[src/rtl/assert_macros.svh]
// assertion macros used by the top-level rtl file
`ifndef ASSERT_MACROS_SVH
`define ASSERT_MACROS_SVH
`ifndef SYNTHESIS
// same-cycle implication, masked while in reset
`define ASSERT_IMPLY(label, clk, rst, a, b) \
  label: assert property (@(posedge clk) disable iff (rst) (a) |-> (b)) \
    else $error("same-cycle check failed");
// next-cycle implication, masked while in reset
`define ASSERT_NEXT(label, clk, rst, a, b) \
  label: assert property (@(posedge clk) disable iff (rst) (a) |=> (b)) \
    else $error("next-cycle check failed");
// condition that must hold in the cycle after reset is seen
`define ASSERT_AFTER_RESET(label, clk, rst, b) \
  label: assert property (@(posedge clk) (rst) |=> (b)) \
    else $error("post-reset check failed");
`else
`define ASSERT_IMPLY(label, clk, rst, a, b)
`define ASSERT_NEXT(label, clk, rst, a, b)
`define ASSERT_AFTER_RESET(label, clk, rst, b)
`endif
`endif

[src/rtl/alc_pkg.sv]
// types, constants and the ratio power function for the lux calculator
package alc_pkg;

  localparam int CH_W        = 16;
  localparam int REM_W       = CH_W + 1;
  localparam int LUX_W       = 28;
  localparam int REGION_W    = 3;
  localparam int V_W         = 31;
  localparam int C36_W       = 31;
  localparam int COEF_W      = 15;
  localparam int POW_W       = 16;
  localparam int SUB_W       = 32;
  localparam int PROD1_W     = CH_W + C36_W;
  localparam int TS_W        = 21;
  localparam int KG_W        = TS_W + 4;
  localparam int IT_W        = 2;
  localparam int CFG_INDEX_W = 1;
  localparam int CFG_DATA_W  = 2;

  // register indexes
  localparam logic [CFG_INDEX_W-1:0] REG_HIGH_GAIN        = 1'd0;
  localparam logic [CFG_INDEX_W-1:0] REG_INTEGRATION_TIME = 1'd1;

  // integration time codes
  localparam logic [IT_W-1:0] IT_13MS  = 2'd0;
  localparam logic [IT_W-1:0] IT_101MS = 2'd1;
  localparam logic [IT_W-1:0] IT_402MS = 2'd2;

  // time scale, q16
  localparam logic [TS_W-1:0] TS_13MS  = 21'd1927529;
  localparam logic [TS_W-1:0] TS_101MS = 21'd260063;
  localparam logic [TS_W-1:0] TS_402MS = 21'd65536;

  // q20 coefficients, BASE_LOW in q36
  localparam logic [C36_W-1:0]  BASE_LOW   = 31'd2089091072;
  localparam logic [POW_W-1:0]  COEF_LOW_B = 16'd65012;
  localparam logic [COEF_W-1:0] COEF_MID_A = 15'd23488;
  localparam logic [COEF_W-1:0] COEF_MID_B = 15'd32506;
  localparam logic [COEF_W-1:0] COEF_HI_A  = 15'd13422;
  localparam logic [COEF_W-1:0] COEF_HI_B  = 15'd16043;
  localparam logic [COEF_W-1:0] COEF_TOP_A = 15'd1531;
  localparam logic [COEF_W-1:0] COEF_TOP_B = 15'd1174;

  typedef enum logic [REGION_W-1:0] {
    REGION_DARK = 3'd0,
    REGION_LOW  = 3'd1,
    REGION_MID  = 3'd2,
    REGION_HIGH = 3'd3,
    REGION_TOP  = 3'd4,
    REGION_OVER = 3'd5
  } region_t;

  typedef struct packed {
    logic [CH_W-1:0] broadband_count;
    logic [CH_W-1:0] infrared_count;
  } alc_in_t;

  typedef struct packed {
    logic [LUX_W-1:0]    lux_value;
    logic [REGION_W-1:0] formula_region;
  } alc_out_t;

  // data that rides along the divider stages
  typedef struct packed {
    logic [CH_W-1:0] ch0;
    region_t         region;
    logic [V_W-1:0]  v_lin;
  } alc_side_t;

  // d^1.4 in q16 for table index idx, evaluated at elaboration
  function automatic logic [POW_W-1:0] pow14_entry(input int unsigned idx,
                                                   input int unsigned tbits);
    longint unsigned target;
    longint unsigned lo;
    longint unsigned hi;
    longint unsigned mid;
    longint unsigned p;
    longint unsigned e;
    target = (64'(idx) * 64'(idx)) << (60 - 2 * tbits);
    lo = 0;
    hi = 4095;
    // integer fifth root of target, twelve halvings cover 0..4095
    for (int n = 0; n < 12; n++) begin
      if (lo < hi) begin
        mid = (lo + hi + 1) >> 1;
        p = mid * mid * mid * mid * mid;
        if (p <= target) begin
          lo = mid;
        end else begin
          hi = mid - 1;
        end
      end
    end
    e = (64'(idx) * lo) >> (tbits - 4);
    return e[POW_W-1:0];
  endfunction

endpackage

[src/rtl/alc_scale.sv]
// gain and integration scaling, q.8 alignment and saturation
module alc_scale
  import alc_pkg::*;
#(
  parameter int LUX_FRAC_BITS = 8
) (
  input  logic            clk,
  input  logic            rst,
  input  logic            en,
  input  logic            valid_in,
  input  logic [V_W-1:0]  v_in,
  input  region_t         region_in,
  input  logic [KG_W-1:0] scale_in,
  output logic            out_valid,
  output alc_out_t        out_data
);

  localparam int PROD_W = V_W + KG_W;
  localparam int SHIFT  = 36 - LUX_FRAC_BITS;

  logic              prod_valid;
  logic [PROD_W-1:0] prod_q;
  region_t           prod_region;
  logic [PROD_W-1:0] shifted;
  logic              sat;
  logic [LUX_W-1:0]  lux;

  always_comb begin
    shifted = prod_q >> SHIFT;
    sat     = |shifted[PROD_W-1:LUX_W];
    lux     = sat ? {LUX_W{1'b1}} : shifted[LUX_W-1:0];
  end

  always_ff @(posedge clk) begin
    if (rst) begin
      prod_valid <= 1'b0;
      out_valid  <= 1'b0;
    end else if (en) begin
      prod_valid <= valid_in;
      out_valid  <= prod_valid;
    end
  end

  always_ff @(posedge clk) begin
    if (en) begin
      prod_q      <= PROD_W'(v_in) * PROD_W'(scale_in);
      prod_region <= region_in;
      out_data.lux_value      <= lux;
      out_data.formula_region <= prod_region;
    end
  end

endmodule

[config.mk]
export PLATFORM = sky130hd
export DESIGN_NAME = alc_scale
export DESIGN_NICKNAME = d
export VERILOG_FILES = /design/src/rtl/assert_macros.svh /design/src/rtl/alc_pkg.sv /design/src/rtl/alc_scale.sv
export SDC_FILE = /design/constraint.sdc
export NUM_CORES = 2
export LEC_CHECK = 0
export ABC_AREA = 0
export ABC_CLOCK_PERIOD_IN_PS = 17200
export BUFFER_PORTS_ARGS = -buffer_cell sky130_fd_sc_hd__clkbuf_2
export CAP_MARGIN = 5
export CORE_ASPECT_RATIO = 0.7
export CORE_MARGIN = 10
export CORE_UTILIZATION = 70
export CTS_BUF_LIST = sky130_fd_sc_hd__clkbuf_16
export CTS_CLUSTER_DIAMETER = 100
export CTS_CLUSTER_SIZE = 20
export DETAILED_ROUTE_END_ITERATION = 8
export PLACE_DENSITY = 0.9
export SKIP_LAST_GASP = 1
export SYNTH_ARGS = -nofsm -noshare
export SYNTH_HDL_FRONTEND = slang
export SYNTH_SLANG_ARGS = --single-unit
[constraint.sdc]
create_clock -name clk -period 17.2 [get_ports clk]
set_input_delay 0 -clock clk [delete_from_list [all_inputs] [get_ports clk]]
set_output_delay 0 -clock clk [all_outputs]
set_load 0.02 [all_outputs]
=== After elaboration in Yosys (flattened, before gate mapping) ===
Index checks and enable logic that the tools add are counted.
Widths: inputs -> output; s select.

* Input bits: 63
* Output and inout port bits: 32
* Memory bits (writable): 0
* Register bits after elaboration: 92
* Memories kept: 0
* Word-level logic and storage cells: 7
* Memory bits (read-only): 0
* Latch bits: 0

* Equal/unequal tests: 0
* Multiply operators: 1
* $add $sub $neg: 0
* Bitwise logic cells: 0
* Shift-type cells: 0
* Reductions and logical operators: 0
* Order comparisons: 0
* Divide/modulo/power cells: 0
* Muxes and demuxes: 0

{| class="wikitable"
|+ Operator list
! cell !! count
|-
| $mul 31x25->56 || 1
|}

=== Longest topological paths before layout ===
* Word-level depth: 1
* Gate-level depth with buffers: 25
* Depth with buffers taken out: 24

=== Worst setup path before layout ===
Ideal clock, no wire load.

* Path kind: in2reg
* From: in scale_in[4]
* To: reg prod_q[54] (data pin)
* Slack: 11.088 ns
* Data required time: 16.935 ns
* Buffers on the path: 1
* Arrival time: 5.847 ns
* Stages on the path: 24
* Library setup time: 0.265 ns
* Path through: clkbuf_1 > nand2_1 > fa_1 > inv_1 > fa_1 > inv_1 > fa_1 > fa_1 > inv_1 > fa_1 > fa_1 > inv_1 > fa_1 > inv_1 > ha_1 > nand4_1 > o22ai_1 > o31ai_1 > nand3_1 > o21ai_2 > o21ai_2 > a41oi_1 > o21ai_0 > xor2_1

* Word-level cells in the longest chain between the ends: 1

{| class="wikitable"
|+ Ends and longest elaborated chain
! item !! RTL line !! text
|-
| start: declaration || alc_scale.sv:13 || <nowiki>input logic [KG_W-1:0] scale_in,</nowiki>
|-
| $mul 31x25->56 || alc_scale.sv:46 || <nowiki>prod_q <= PROD_W'(v_in) * PROD_W'(scale_in);</nowiki>
|-
| end signal: assignment || alc_scale.sv:46 ||
|-
| end: declaration || alc_scale.sv:22 || <nowiki>logic [PROD_W-1:0] prod_q;</nowiki>
|}

No other way between the ends.
A chain may end at the register's enable or synchronous reset.

=== Worst setup path after layout ===
* From: in scale_in[4]
* To: reg prod_q[50] (data pin)

The elaborated chain is that of the path after synthesis.

==> impl_metrics.py <==
metrics = {
    "layout": {
        "layout_commonest_cell": "inv_1",
        "syn_to_final_growth_pct": 3.54,
        "fillers": 2519,
        "final_cell_mix": "inv_1, fa_1, nand2_1, and2_1, ha_1",
        "drive_above_1_share_pct": 4.64,
        "nNetsFinal": 3708,
    },
    "route": {
        "antenna_left": 0,
        "drtIter0Drc": 2330,
        "firstDrtPassIters": 8,
        "drt_wl_total_mm": 74.6,
        "wire_per_inst_um": 22.7,
        "drt-vias-per-instance": 6.01,
        "vias": 19775,
        "drc_errors": 0,
    },
    "floorplan": {
        "die_area_mm2": 0.0460,
        "dieHeight_um": 182,
        "ios": 95,
        "die_w_um": 252,
        "start_util_pct": 70.9,
        "core_area_mm2": 0.0372,
        "std_cell_rows": 59,
    },
    "clock_network": {
        "cts.path.max_buffers": 2,
        "clk_pin_slew_worst_paths_ns": 0.06,
        "h-tree-depth": 3,
        "cts_tree": "built",
        "cts_buffers": 9,
        "cts-root-buf": "clkbuf_16",
        "clkLatencyLatePin_ns": 0.32,
        "clock_sinks": 64,
        "post-cts-setup-buffers": 0,
    },
    "timing": {
        "relSlewSlack_pct": 32.5,
        "setup_tns_ns": 0,
        "worst_pin_slew_ns": 1.01,
        "final_max_slew_viol_count": 0,
        "timing.fmax_ghz": 0.139,
        "hold_viol_final": 0,
        "period_needed_ns": 7.20,
        "rsz0062_at_grt": "false",
        "finalClockSkew_ns": 0.00600,
        "setup_viol": 0,
        "fin_crit_sh_pct": 41.9,
    },
    "outcome": {
        "status": "completed",
    },
    "grt": {
        "grt_overflow": 0,
        "antenna_found_initial": 3,
        "grt_pass1_wl_mm": 119,
        "grt_util_all_layers_pct": 33.5,
        "grt_max_degree": 65,
        "grt_pass1_vias": 21946,
    },
    "setup_path": {
        "cp-end-kind": "flop",
        "cp-start-kind": "input port",
        "required_ns": 17.27,
        "cp.arrival_ns": 7.27,
        "crit_fanout": 31,
        "path_class": "input port to flop",
    },
    "synth": {
        "synth_cell_types": 52,
        "ys.flop_type": "edfxtp_1",
        "ys_seq_elements": 64,
        "async_flop_share_pct": 0,
        "syn_area_mm2": 0.0264,
        "synth.avg_cell_area_um2": 9.34,
        "synth_warnings": 0,
        "yosysSeqAreaShare_pct": 7.21,
        "synth_edf_count": 62,
        "synth.area.top_cells": "fa_1, inv_1, and2_1",
        "netlist.area_leader.share_pct": 50.3,
        "syn_inst": 2824,
        "synth_top_cell_by_area": "fa_1",
        "synth_nets": 3738,
    },
    "placed_design": {
        "gp_congestion": 0.995,
        "port_buffers": 94,
        "dp_hpwl_mm": 56.0,
    },
    "flow_run": {
        "drv_cap": 0,
    },
    "hold_path": {
        "hp-class": "input port to flop",
    },
}
## critical path, stage by stage
cell      delay, ns
clkbuf_2       0.69
nand2_1        0.18
fa_1           0.58
inv_1          0.05
fa_1           0.48
inv_1          0.06
fa_1           0.50
fa_1           0.52
inv_1          0.06
fa_1           0.51
fa_1           0.52
inv_1          0.05
fa_1           0.47
inv_1          0.05
ha_1           0.32
nand4_1        0.20
o22ai_1        0.14
o31ai_1        0.60
nand3_1        0.17
o21ai_2        0.26
o21ai_2        0.13
a41oi_1        0.37
o21ai_0        0.20
xnor2_1        0.16
## cell type report
type	count	area, µm²	area share, %
multi-input combinational	1898	21200	77.8
inverter	715	2680	9.83
sequential	64	1900	6.97
tap	488	611	2.24
timing repair buffer	106	573	2.10
clock buffer	9	225	0.825
clock inverter	7	71.3	0.261
antenna	3	7.51	0.0275
## cell usage after synthesis (17+ instances only)
cell / number
o21ai_0: 24
ha_1: 188
fa_1: 663
a21o_1: 17
xnor2_1: 18
a21oi_1: 48
nor2_1: 18
and2_1: 403
nand2_1: 408
edfxtp_1: 62
clkbuf_1: 146
inv_1: 715
## state kept, by name (all words and copies together) (netlist names)
signal       count
out_data        31
prod_q          28
prod_valid       1
out_valid        1
prod_region      3
## kinds of logic (layout without fill, tap and decap cells)
group	count (synthesis)	in the layout	share of synthesized area, %
adders and majority gates	851	851	59.3
xor gates and xnor gates	30	30	0.996
DFF	64	64	7.21
AOI/OAI and AO/OA	133	133	3.33
buffers and inverters	862	837	12.3
muxes	2	2	0.0759
and+or+nand+nor	882	882	16.9
other	0	3	0
## metrics by stage
stage | utilization, % | setup WS (ns) | cell area (µm²) | cells | hold WS, ns
3_3_place_gp | 72.4 | 10.03 | 27000 | 3266 | 0.174
5_1_grt | 73.4 | 9.67 | 27300 | 3289 | 0.401
4_1_cts | 73.4 | 10.13 | 27300 | 3287 | 0.375
6_report | 73.4 | 10.00 | 27300 | 3290 | 0.372
3_5_place_dp | 72.4 | 9.80 | 27000 | 3266 | 0.184
2_1_floorplan | - | 11.09 | 26400 | 2824 | 0.0724
## routing by layer
metal,global-route usage [%],part of all wire (%),vias up
li1,-,-,8076
met1,44.3,37,9792
met2,48.8,42,1627
met3,14.9,18,280
met4,10.6,3.4,0
met5,0,0,-
## path summary, 6_finish.rpt
kind	from	endpoint	slack, ns	cells after the start
min	en	prod_q[52]	0.37	2
max reg2reg	prod_q[46]	out_data[21]	16.55	0
min reg2reg	prod_q[34]	out_data[9]	0.42	0
max	scale_in[4]	prod_q[50]	10.00	24
## timing repair
item,4_1_cts,5_1_grt
hold buffers,5,0
resized for setup,0,0
endpoints found under the hold margin,5,0
Power is left out: the tool's default activity adds up to more than one toggle a clock period on the data nets, which glitch-free logic cannot reach.
