<file path="src/rtl/assert_macros.svh">
// assertion macros used by the top-level rtl file
`ifndef ASSERT_MACROS_SVH
`define ASSERT_MACROS_SVH
`ifndef SYNTHESIS
// same-cycle implication, masked while in reset
`define ASSERT_IMPLY(label, clk, rst, a, b) \
  label: assert property (@(posedge clk) disable iff (rst) (a) |-> (b)) \
    else $error("same-cycle check failed");
// next-cycle implication, masked while in reset
`define ASSERT_NEXT(label, clk, rst, a, b) \
  label: assert property (@(posedge clk) disable iff (rst) (a) |=> (b)) \
    else $error("next-cycle check failed");
// condition that must hold in the cycle after reset is seen
`define ASSERT_AFTER_RESET(label, clk, rst, b) \
  label: assert property (@(posedge clk) (rst) |=> (b)) \
    else $error("post-reset check failed");
`else
`define ASSERT_IMPLY(label, clk, rst, a, b)
`define ASSERT_NEXT(label, clk, rst, a, b)
`define ASSERT_AFTER_RESET(label, clk, rst, b)
`endif
`endif

</file>
<file path="src/rtl/alc_pkg.sv">
// types, constants and the ratio power function for the lux calculator
package alc_pkg;

  localparam int CH_W        = 16;
  localparam int REM_W       = CH_W + 1;
  localparam int LUX_W       = 28;
  localparam int REGION_W    = 3;
  localparam int V_W         = 31;
  localparam int C36_W       = 31;
  localparam int COEF_W      = 15;
  localparam int POW_W       = 16;
  localparam int SUB_W       = 32;
  localparam int PROD1_W     = CH_W + C36_W;
  localparam int TS_W        = 21;
  localparam int KG_W        = TS_W + 4;
  localparam int IT_W        = 2;
  localparam int CFG_INDEX_W = 1;
  localparam int CFG_DATA_W  = 2;

  // register indexes
  localparam logic [CFG_INDEX_W-1:0] REG_HIGH_GAIN        = 1'd0;
  localparam logic [CFG_INDEX_W-1:0] REG_INTEGRATION_TIME = 1'd1;

  // integration time codes
  localparam logic [IT_W-1:0] IT_13MS  = 2'd0;
  localparam logic [IT_W-1:0] IT_101MS = 2'd1;
  localparam logic [IT_W-1:0] IT_402MS = 2'd2;

  // time scale, q16
  localparam logic [TS_W-1:0] TS_13MS  = 21'd1927529;
  localparam logic [TS_W-1:0] TS_101MS = 21'd260063;
  localparam logic [TS_W-1:0] TS_402MS = 21'd65536;

  // q20 coefficients, BASE_LOW in q36
  localparam logic [C36_W-1:0]  BASE_LOW   = 31'd2089091072;
  localparam logic [POW_W-1:0]  COEF_LOW_B = 16'd65012;
  localparam logic [COEF_W-1:0] COEF_MID_A = 15'd23488;
  localparam logic [COEF_W-1:0] COEF_MID_B = 15'd32506;
  localparam logic [COEF_W-1:0] COEF_HI_A  = 15'd13422;
  localparam logic [COEF_W-1:0] COEF_HI_B  = 15'd16043;
  localparam logic [COEF_W-1:0] COEF_TOP_A = 15'd1531;
  localparam logic [COEF_W-1:0] COEF_TOP_B = 15'd1174;

  typedef enum logic [REGION_W-1:0] {
    REGION_DARK = 3'd0,
    REGION_LOW  = 3'd1,
    REGION_MID  = 3'd2,
    REGION_HIGH = 3'd3,
    REGION_TOP  = 3'd4,
    REGION_OVER = 3'd5
  } region_t;

  typedef struct packed {
    logic [CH_W-1:0] broadband_count;
    logic [CH_W-1:0] infrared_count;
  } alc_in_t;

  typedef struct packed {
    logic [LUX_W-1:0]    lux_value;
    logic [REGION_W-1:0] formula_region;
  } alc_out_t;

  // data that rides along the divider stages
  typedef struct packed {
    logic [CH_W-1:0] ch0;
    region_t         region;
    logic [V_W-1:0]  v_lin;
  } alc_side_t;

  // d^1.4 in q16 for table index idx, evaluated at elaboration
  function automatic logic [POW_W-1:0] pow14_entry(input int unsigned idx,
                                                   input int unsigned tbits);
    longint unsigned target;
    longint unsigned lo;
    longint unsigned hi;
    longint unsigned mid;
    longint unsigned p;
    longint unsigned e;
    target = (64'(idx) * 64'(idx)) << (60 - 2 * tbits);
    lo = 0;
    hi = 4095;
    // integer fifth root of target, twelve halvings cover 0..4095
    for (int n = 0; n < 12; n++) begin
      if (lo < hi) begin
        mid = (lo + hi + 1) >> 1;
        p = mid * mid * mid * mid * mid;
        if (p <= target) begin
          lo = mid;
        end else begin
          hi = mid - 1;
        end
      end
    end
    e = (64'(idx) * lo) >> (tbits - 4);
    return e[POW_W-1:0];
  endfunction

endpackage

</file>
<file path="src/rtl/alc_div_stage.sv">
// one restoring division step of the ratio index pipeline
module alc_div_stage
  import alc_pkg::*;
#(
  parameter int QUO_W = 8,
  parameter int QBIT  = 0
) (
  input  logic             clk,
  input  logic             rst,
  input  logic             en,
  input  logic             valid_in,
  input  logic [REM_W-1:0] rem_in,
  input  logic [QUO_W-1:0] quo_in,
  input  alc_side_t        side_in,
  output logic             valid_out,
  output logic [REM_W-1:0] rem_out,
  output logic [QUO_W-1:0] quo_out,
  output alc_side_t        side_out
);

  logic [REM_W:0]   trial;
  logic [REM_W:0]   diff;
  logic             ge;
  logic [REM_W-1:0] rem_next;
  logic [QUO_W-1:0] quo_next;

  always_comb begin
    trial = {rem_in, 1'b0};
    diff  = trial - {2'b00, side_in.ch0};
    ge    = trial >= {2'b00, side_in.ch0};
    rem_next = ge ? diff[REM_W-1:0] : trial[REM_W-1:0];
    quo_next = quo_in;
    quo_next[QBIT] = ge;
  end

  always_ff @(posedge clk) begin
    if (rst) begin
      valid_out <= 1'b0;
    end else if (en) begin
      valid_out <= valid_in;
    end
  end

  always_ff @(posedge clk) begin
    if (en) begin
      rem_out  <= rem_next;
      quo_out  <= quo_next;
      side_out <= side_in;
    end
  end

endmodule

</file>
<file path="config.mk">
export PLATFORM = sky130hd
export DESIGN_NAME = alc_div_stage
export DESIGN_NICKNAME = d
export VERILOG_FILES = /design/src/rtl/assert_macros.svh /design/src/rtl/alc_pkg.sv /design/src/rtl/alc_div_stage.sv
export SDC_FILE = /design/constraint.sdc
export NUM_CORES = 1
export LEC_CHECK = 0
export BUFFER_PORTS_ARGS = -buffer_cell sky130_fd_sc_hd__buf_2
export CORE_UTILIZATION = 35
export CTS_CLUSTER_SIZE = 20
export DETAILED_ROUTE_END_ITERATION = 10
export GPL_TIMING_DRIVEN = 0
export PLACE_DENSITY_LB_ADDON = 0.05
export SLEW_MARGIN = 10
export SYNTH_ARGS = -nofsm -noshare
export SYNTH_HDL_FRONTEND = slang
export SYNTH_SLANG_ARGS = --single-unit
</file>
<file path="constraint.sdc">
create_clock -name clk -period 3.4 [get_ports clk]
set_input_delay 0.85 -clock clk [delete_from_list [all_inputs] [get_ports clk]]
set_output_delay 0.85 -clock clk [all_outputs]
set_load 0.005 [all_outputs]
</file>
-- After elaboration in Yosys (flattened, before gate mapping)
Cells that the tools add are included.
- bits in registers: 76
- logic and storage cells: 10
- input bits: 79
- multiplexer cells: 1
- add/sub/neg operators: 1
- order comparisons: 1
- operator list (kind ; number):
    18-bit by 16-bit >= comparator with 1-bit output ; 1
    17-bit 2-to-1 mux ; 1
    17-bit by 16-bit subtractor with 17-bit output ; 1

-- Depth between registers and ports, before layout
- depth after elaboration: 2
- gate-level depth with buffers: 10
- mapped depth without buffers: 8

-- Least setup slack after synthesis
Ideal clock, no wire load.
- kind: in2reg
- start point: input rem_in[0]
- end point: register rem_out[11] (data pin)
- setup slack: 0.530 ns
- stages on the path: 10
- setup time: 0.260 ns
- buffers on the path: 2
- data arrival time: 2.609 ns
- data required time: 3.140 ns
- cells stage by stage: inv_1 > fa_1 > and2b_1 > o21ai_2 > a31oi_1 > nor3_1 > o21a_1 > buf_6 > buf_12 > mux2_4
- cells in the longest elaborated chain, start to end: 2
- elaborated cells on any way between the ends: 3
- classes of those cells: add/sub (1); order compare (1); mux (1)
- ends and longest elaborated chain (what ; RTL line ; RTL):
    start, declared ; alc_div_stage.sv:12 ; input logic [REM_W-1:0] rem_in,
    17-bit by 16-bit subtractor with 17-bit output or 18-bit by 16-bit >= comparator with 1-bit output (tied branches) ; alc_div_stage.sv:29, alc_div_stage.sv:30 ;
    17-bit 2-to-1 mux * ; alc_div_stage.sv:31 ; rem_next = ge ? diff[REM_W-1:0] : trial[REM_W-1:0];
    net rem_next[11] ; alc_div_stage.sv:24 ; logic [REM_W-1:0] rem_next;
    end signal, assigned ; alc_div_stage.sv:46 ; rem_out <= rem_next;
    end, declared ; alc_div_stage.sv:16 ; output logic [REM_W-1:0] rem_out,
Mark *: on every way through the listed nets, which the timed path passes. The rest lies on a longest branch.
A chain may end at the register's enable or synchronous reset.

-- Final worst setup path
- start point: input rem_in[14]
- end point: register rem_out[12] (data pin)
- cells in the longest elaborated chain, start to end: 2
- ends and longest elaborated chain (what ; RTL line ; RTL):
    18-bit by 16-bit >= comparator with 1-bit output ; alc_div_stage.sv:30 ; ge = trial >= {2'b00, side_in.ch0};
    17-bit 2-to-1 mux ; alc_div_stage.sv:31 ;
    net rem_next[12] ; alc_div_stage.sv:24 ;
The timed path passes the listed nets, and every way through them passes these cells.

==> impl_results.md <==
* Outcome: finished, final reports clean
* Antenna-violating nets left at 0
* Nets at 502
* Core Region at 9415 um2
* Via count at 2505
* PwrDens at 476.4 nW/um2
* Post-synthesis mux area share at 0.05199
* Worst slew margin at 0.4614
* Post-Route WL at 7873 um
* Worst clock skew at 0 ns
* Post-synthesis simple-gate area fraction at 0.07690
* Synth Warn # at 0
* Vias in the first global route at 2371
* CP Class: input pin to flip-flop
* Area Overhead vs Synth at 32.67%
* Sequential power share at 0.527
* Vias/cell at 4.639
* Initial antenna violation count at 1
* Prevailing post-synth register cell: edfxtp_1
* Hold Path Sink: valid_out
* HP Start: valid_out
* Fmax at 0.3508 GHz
* Lkg Pwr at 2.013 nW
* Synth Register Bits at 76
* PortBufs at 153
* Synth Area in XOR/XNOR at 0.02274
* Switching Share at 0.2651
* Synth unique cells at 49
* Tightest Pin Transition at 0.7875 ns
* Clk root buf: clkbuf_8
* # hold bufs at CTS at 0
* Tcrit/Tclk final at 0.8383
* Worst IR Drop VDD at 166.8 uV
* Min Tclk post-route at 2.850 ns
* CTS max path bufs at 2
* Largest net degree at the start of global routing at 51
* Share of layout cells above drive strength 1 at 0.4672
* R2R setup slack at 2.82 ns
* Min-delay worst type: flip-flop to flip-flop
* Crit path capture type: flip-flop
* Rows at 35
* Fin. Hold Viols at 0
* Adder-cell share of the synthesized area at 0.06354
* Clock Sinks at 76
* Total power at 0.002190 W
* Worst r2r dst: valid_out
* CP Data Arrival Time at 2.94 ns
* PostCTS Resize Cnt at 0
* Num CTS Buffers at 9
* Full die area at 10300 um2
* Max Cap Violations at 0
* # IOs at 155
* Setup_tns at 0 ns
* Horiz. Die Dim at 101.5 um
* HPWL after DPL at 5855 um
* Max Fanout on Critical Path at 10
* Clock power share at 0.288
* Synthesized area per cell at 14.38 um2
* DRC at 0
* Compound-gate portion of the synthesized area at 0.09061
* Register-to-Register Path Depth at 2
* CTS tree: done
* First-pass GRT wire length at 11740 um
* Startpoint types: input pin
* Internal power at 0.001610 W
* Post-Syn Area at 3466 um2
* Initial Utilization at 0.3681
* Global Route Usage Sum at 0.1515
* Post-DR wirelength/cell at 14.58 um
* FF-to-FF Start: valid_out
* First-pass DRT Iterations at 4
* Synthesized instance count at 241
* RSZ-0062 raised after global routing: false
* Post-synth EDFFs at 75
* NetSw at 0.0005806 W
* Largest family of logic cells by synthesized area: compound AO/OA/AOI/OAI gates
* Ys async rst share at 0
* Syn nets at 337
* Worst endpoint required time at 3.49 ns
* Max Transition Viols Final at 0
* Final setup viols at 0
* Maximum level of the CTS H-tree at 3
* Ant diodes at 0
* Die Ht at 101.5 um
* Reg clk slew, reported paths at 0.09 ns
* Later-pin clock latency in the skew report at 0.34 ns
* Hold Crit Depth at 2
* Post-CTS Repair Setup Buffers at 0
* 1st-iter DRT viols at 72
* Sequential area share after synthesis at 0.6556
* Placer Congestion at 0.7875
* Gr ovfl total at 0
* Gate power share at 0.185
==> synthesized netlist by cell type, types with 4 or more instances <==
cell | n | area, um2
nand2_1 | 8 | 30.03
nand3_1 | 5 | 25.02
ha_1 | 16 | 200.2
o21ai_0 | 7 | 35.03
mux2_4 | 4 | 60.06
nor2_1 | 14 | 52.55
inv_1 | 26 | 97.59
xnor2_1 | 6 | 52.55
o211ai_1 | 7 | 52.55
nor3_1 | 5 | 25.02
a21oi_1 | 11 | 55.05
edfxtp_1 | 75 | 2252
mux2_2 | 8 | 90.09
==> registers in the layout, indices dropped and copies added (netlist names) <==
register,cells
side_out,50
rem_out,17
quo_out,8
valid_out,1
==> power by group through the flow <==
stage	clock, W	combinational [W]	sequential (W)
floorplan	0	0.000195	0.00119
global placement	0	0.000399	0.00118
detailed placement	0	0.000406	0.00118
CTS	0.000658	0.000410	0.00116
global route	0.000685	0.000453	0.00116
finish	0.000631	0.000405	0.00115
==> cells by family after synthesis <==
logic type / after synthesis
multiplexers: 15
XOR/XNOR: 9
AND/OR/NAND/NOR: 48
adder cells (fa/ha/maj): 17
buffers and inverters: 29
flip-flops: 76
AO/OA/AOI/OAI: 47
==> critical path, cell delays in order <==
cell and delay, ns:
buf_2 0.11, ha_1 0.38, a2111oi_0 0.73, o21a_1 0.24
buf_6 0.16, buf_12 0.16, mux2_4 0.31
==> worst max-delay path by stage <==
stage           startpoint          end  slack [ns]  cells after the start
6_report        rem_in[14]  rem_out[12]        0.55                      7
3_5_place_dp    rem_in[14]  rem_out[13]        0.20                      7
2_1_floorplan    rem_in[0]  rem_out[11]        0.53                     10
5_1_grt        side_in[38]  rem_out[12]        0.43                     11
4_1_cts         rem_in[14]  rem_out[12]        0.56                      7
3_3_place_gp     rem_in[0]  rem_out[12]        0.21                     11
==> placed cells by master, fill, tap and decap left out, types with 2 or more instances in the layout <==
cell type / count
clkbuf_8: 9
o21ai_0: 7
inv_1: 26
a2111oi_0: 2
o21a_1: 3
nand3_1: 5
buf_2: 152
nor3_1: 5
mux2_4: 4
a21oi_1: 11
a31oi_1: 2
mux2i_1: 3
inv_6: 2
or4_1: 3
a21o_1: 2
nor2_1: 14
xnor2_1: 6
xor2_1: 3
nand2_1: 8
o211ai_1: 7
nor2b_1: 2
ha_1: 16
o31ai_1: 2
mux2_2: 8
clkinvlp_4: 4
edfxtp_1: 75
==> through the flow <==
step	instances	hold slack (ns)	area (um2)	worst slack, ns	utilization
2_1_floorplan	241	0.4850	3466	0.5304	-
3_3_place_gp	523	0.4775	4393	0.2102	0.4666
3_5_place_dp	524	0.4871	4423	0.1956	0.4698
4_1_cts	540	0.5088	4598	0.5648	0.4884
5_1_grt	540	0.5659	4598	0.4307	0.4884
6_report	540	0.5052	4598	0.5497	0.4884
==> metal layers <==
layer	wire length, um	track usage	vias to the layer above
li1	-	-	1236
met1	3736	0.1998	1151
met2	3427	0.2344	107
met3	598	0.04210	9
met4	101	0.06355	2
met5	10	0	-
==> final cells by class <==
type / instances / area [um2]
Sequential cell: 76 / 2272
Fill cell: 875 / 4817
Timing Repair Buffer: 154 / 795.8
Inverter: 26 / 97.59
Buffer: 3 / 36.28
Multi-Input combinational cell: 136 / 1060
Clock inverter: 6 / 47.55
Tap cell: 129 / 161.4
Clock buffer: 10 / 127.6
(Power assumes the default switching activity.)
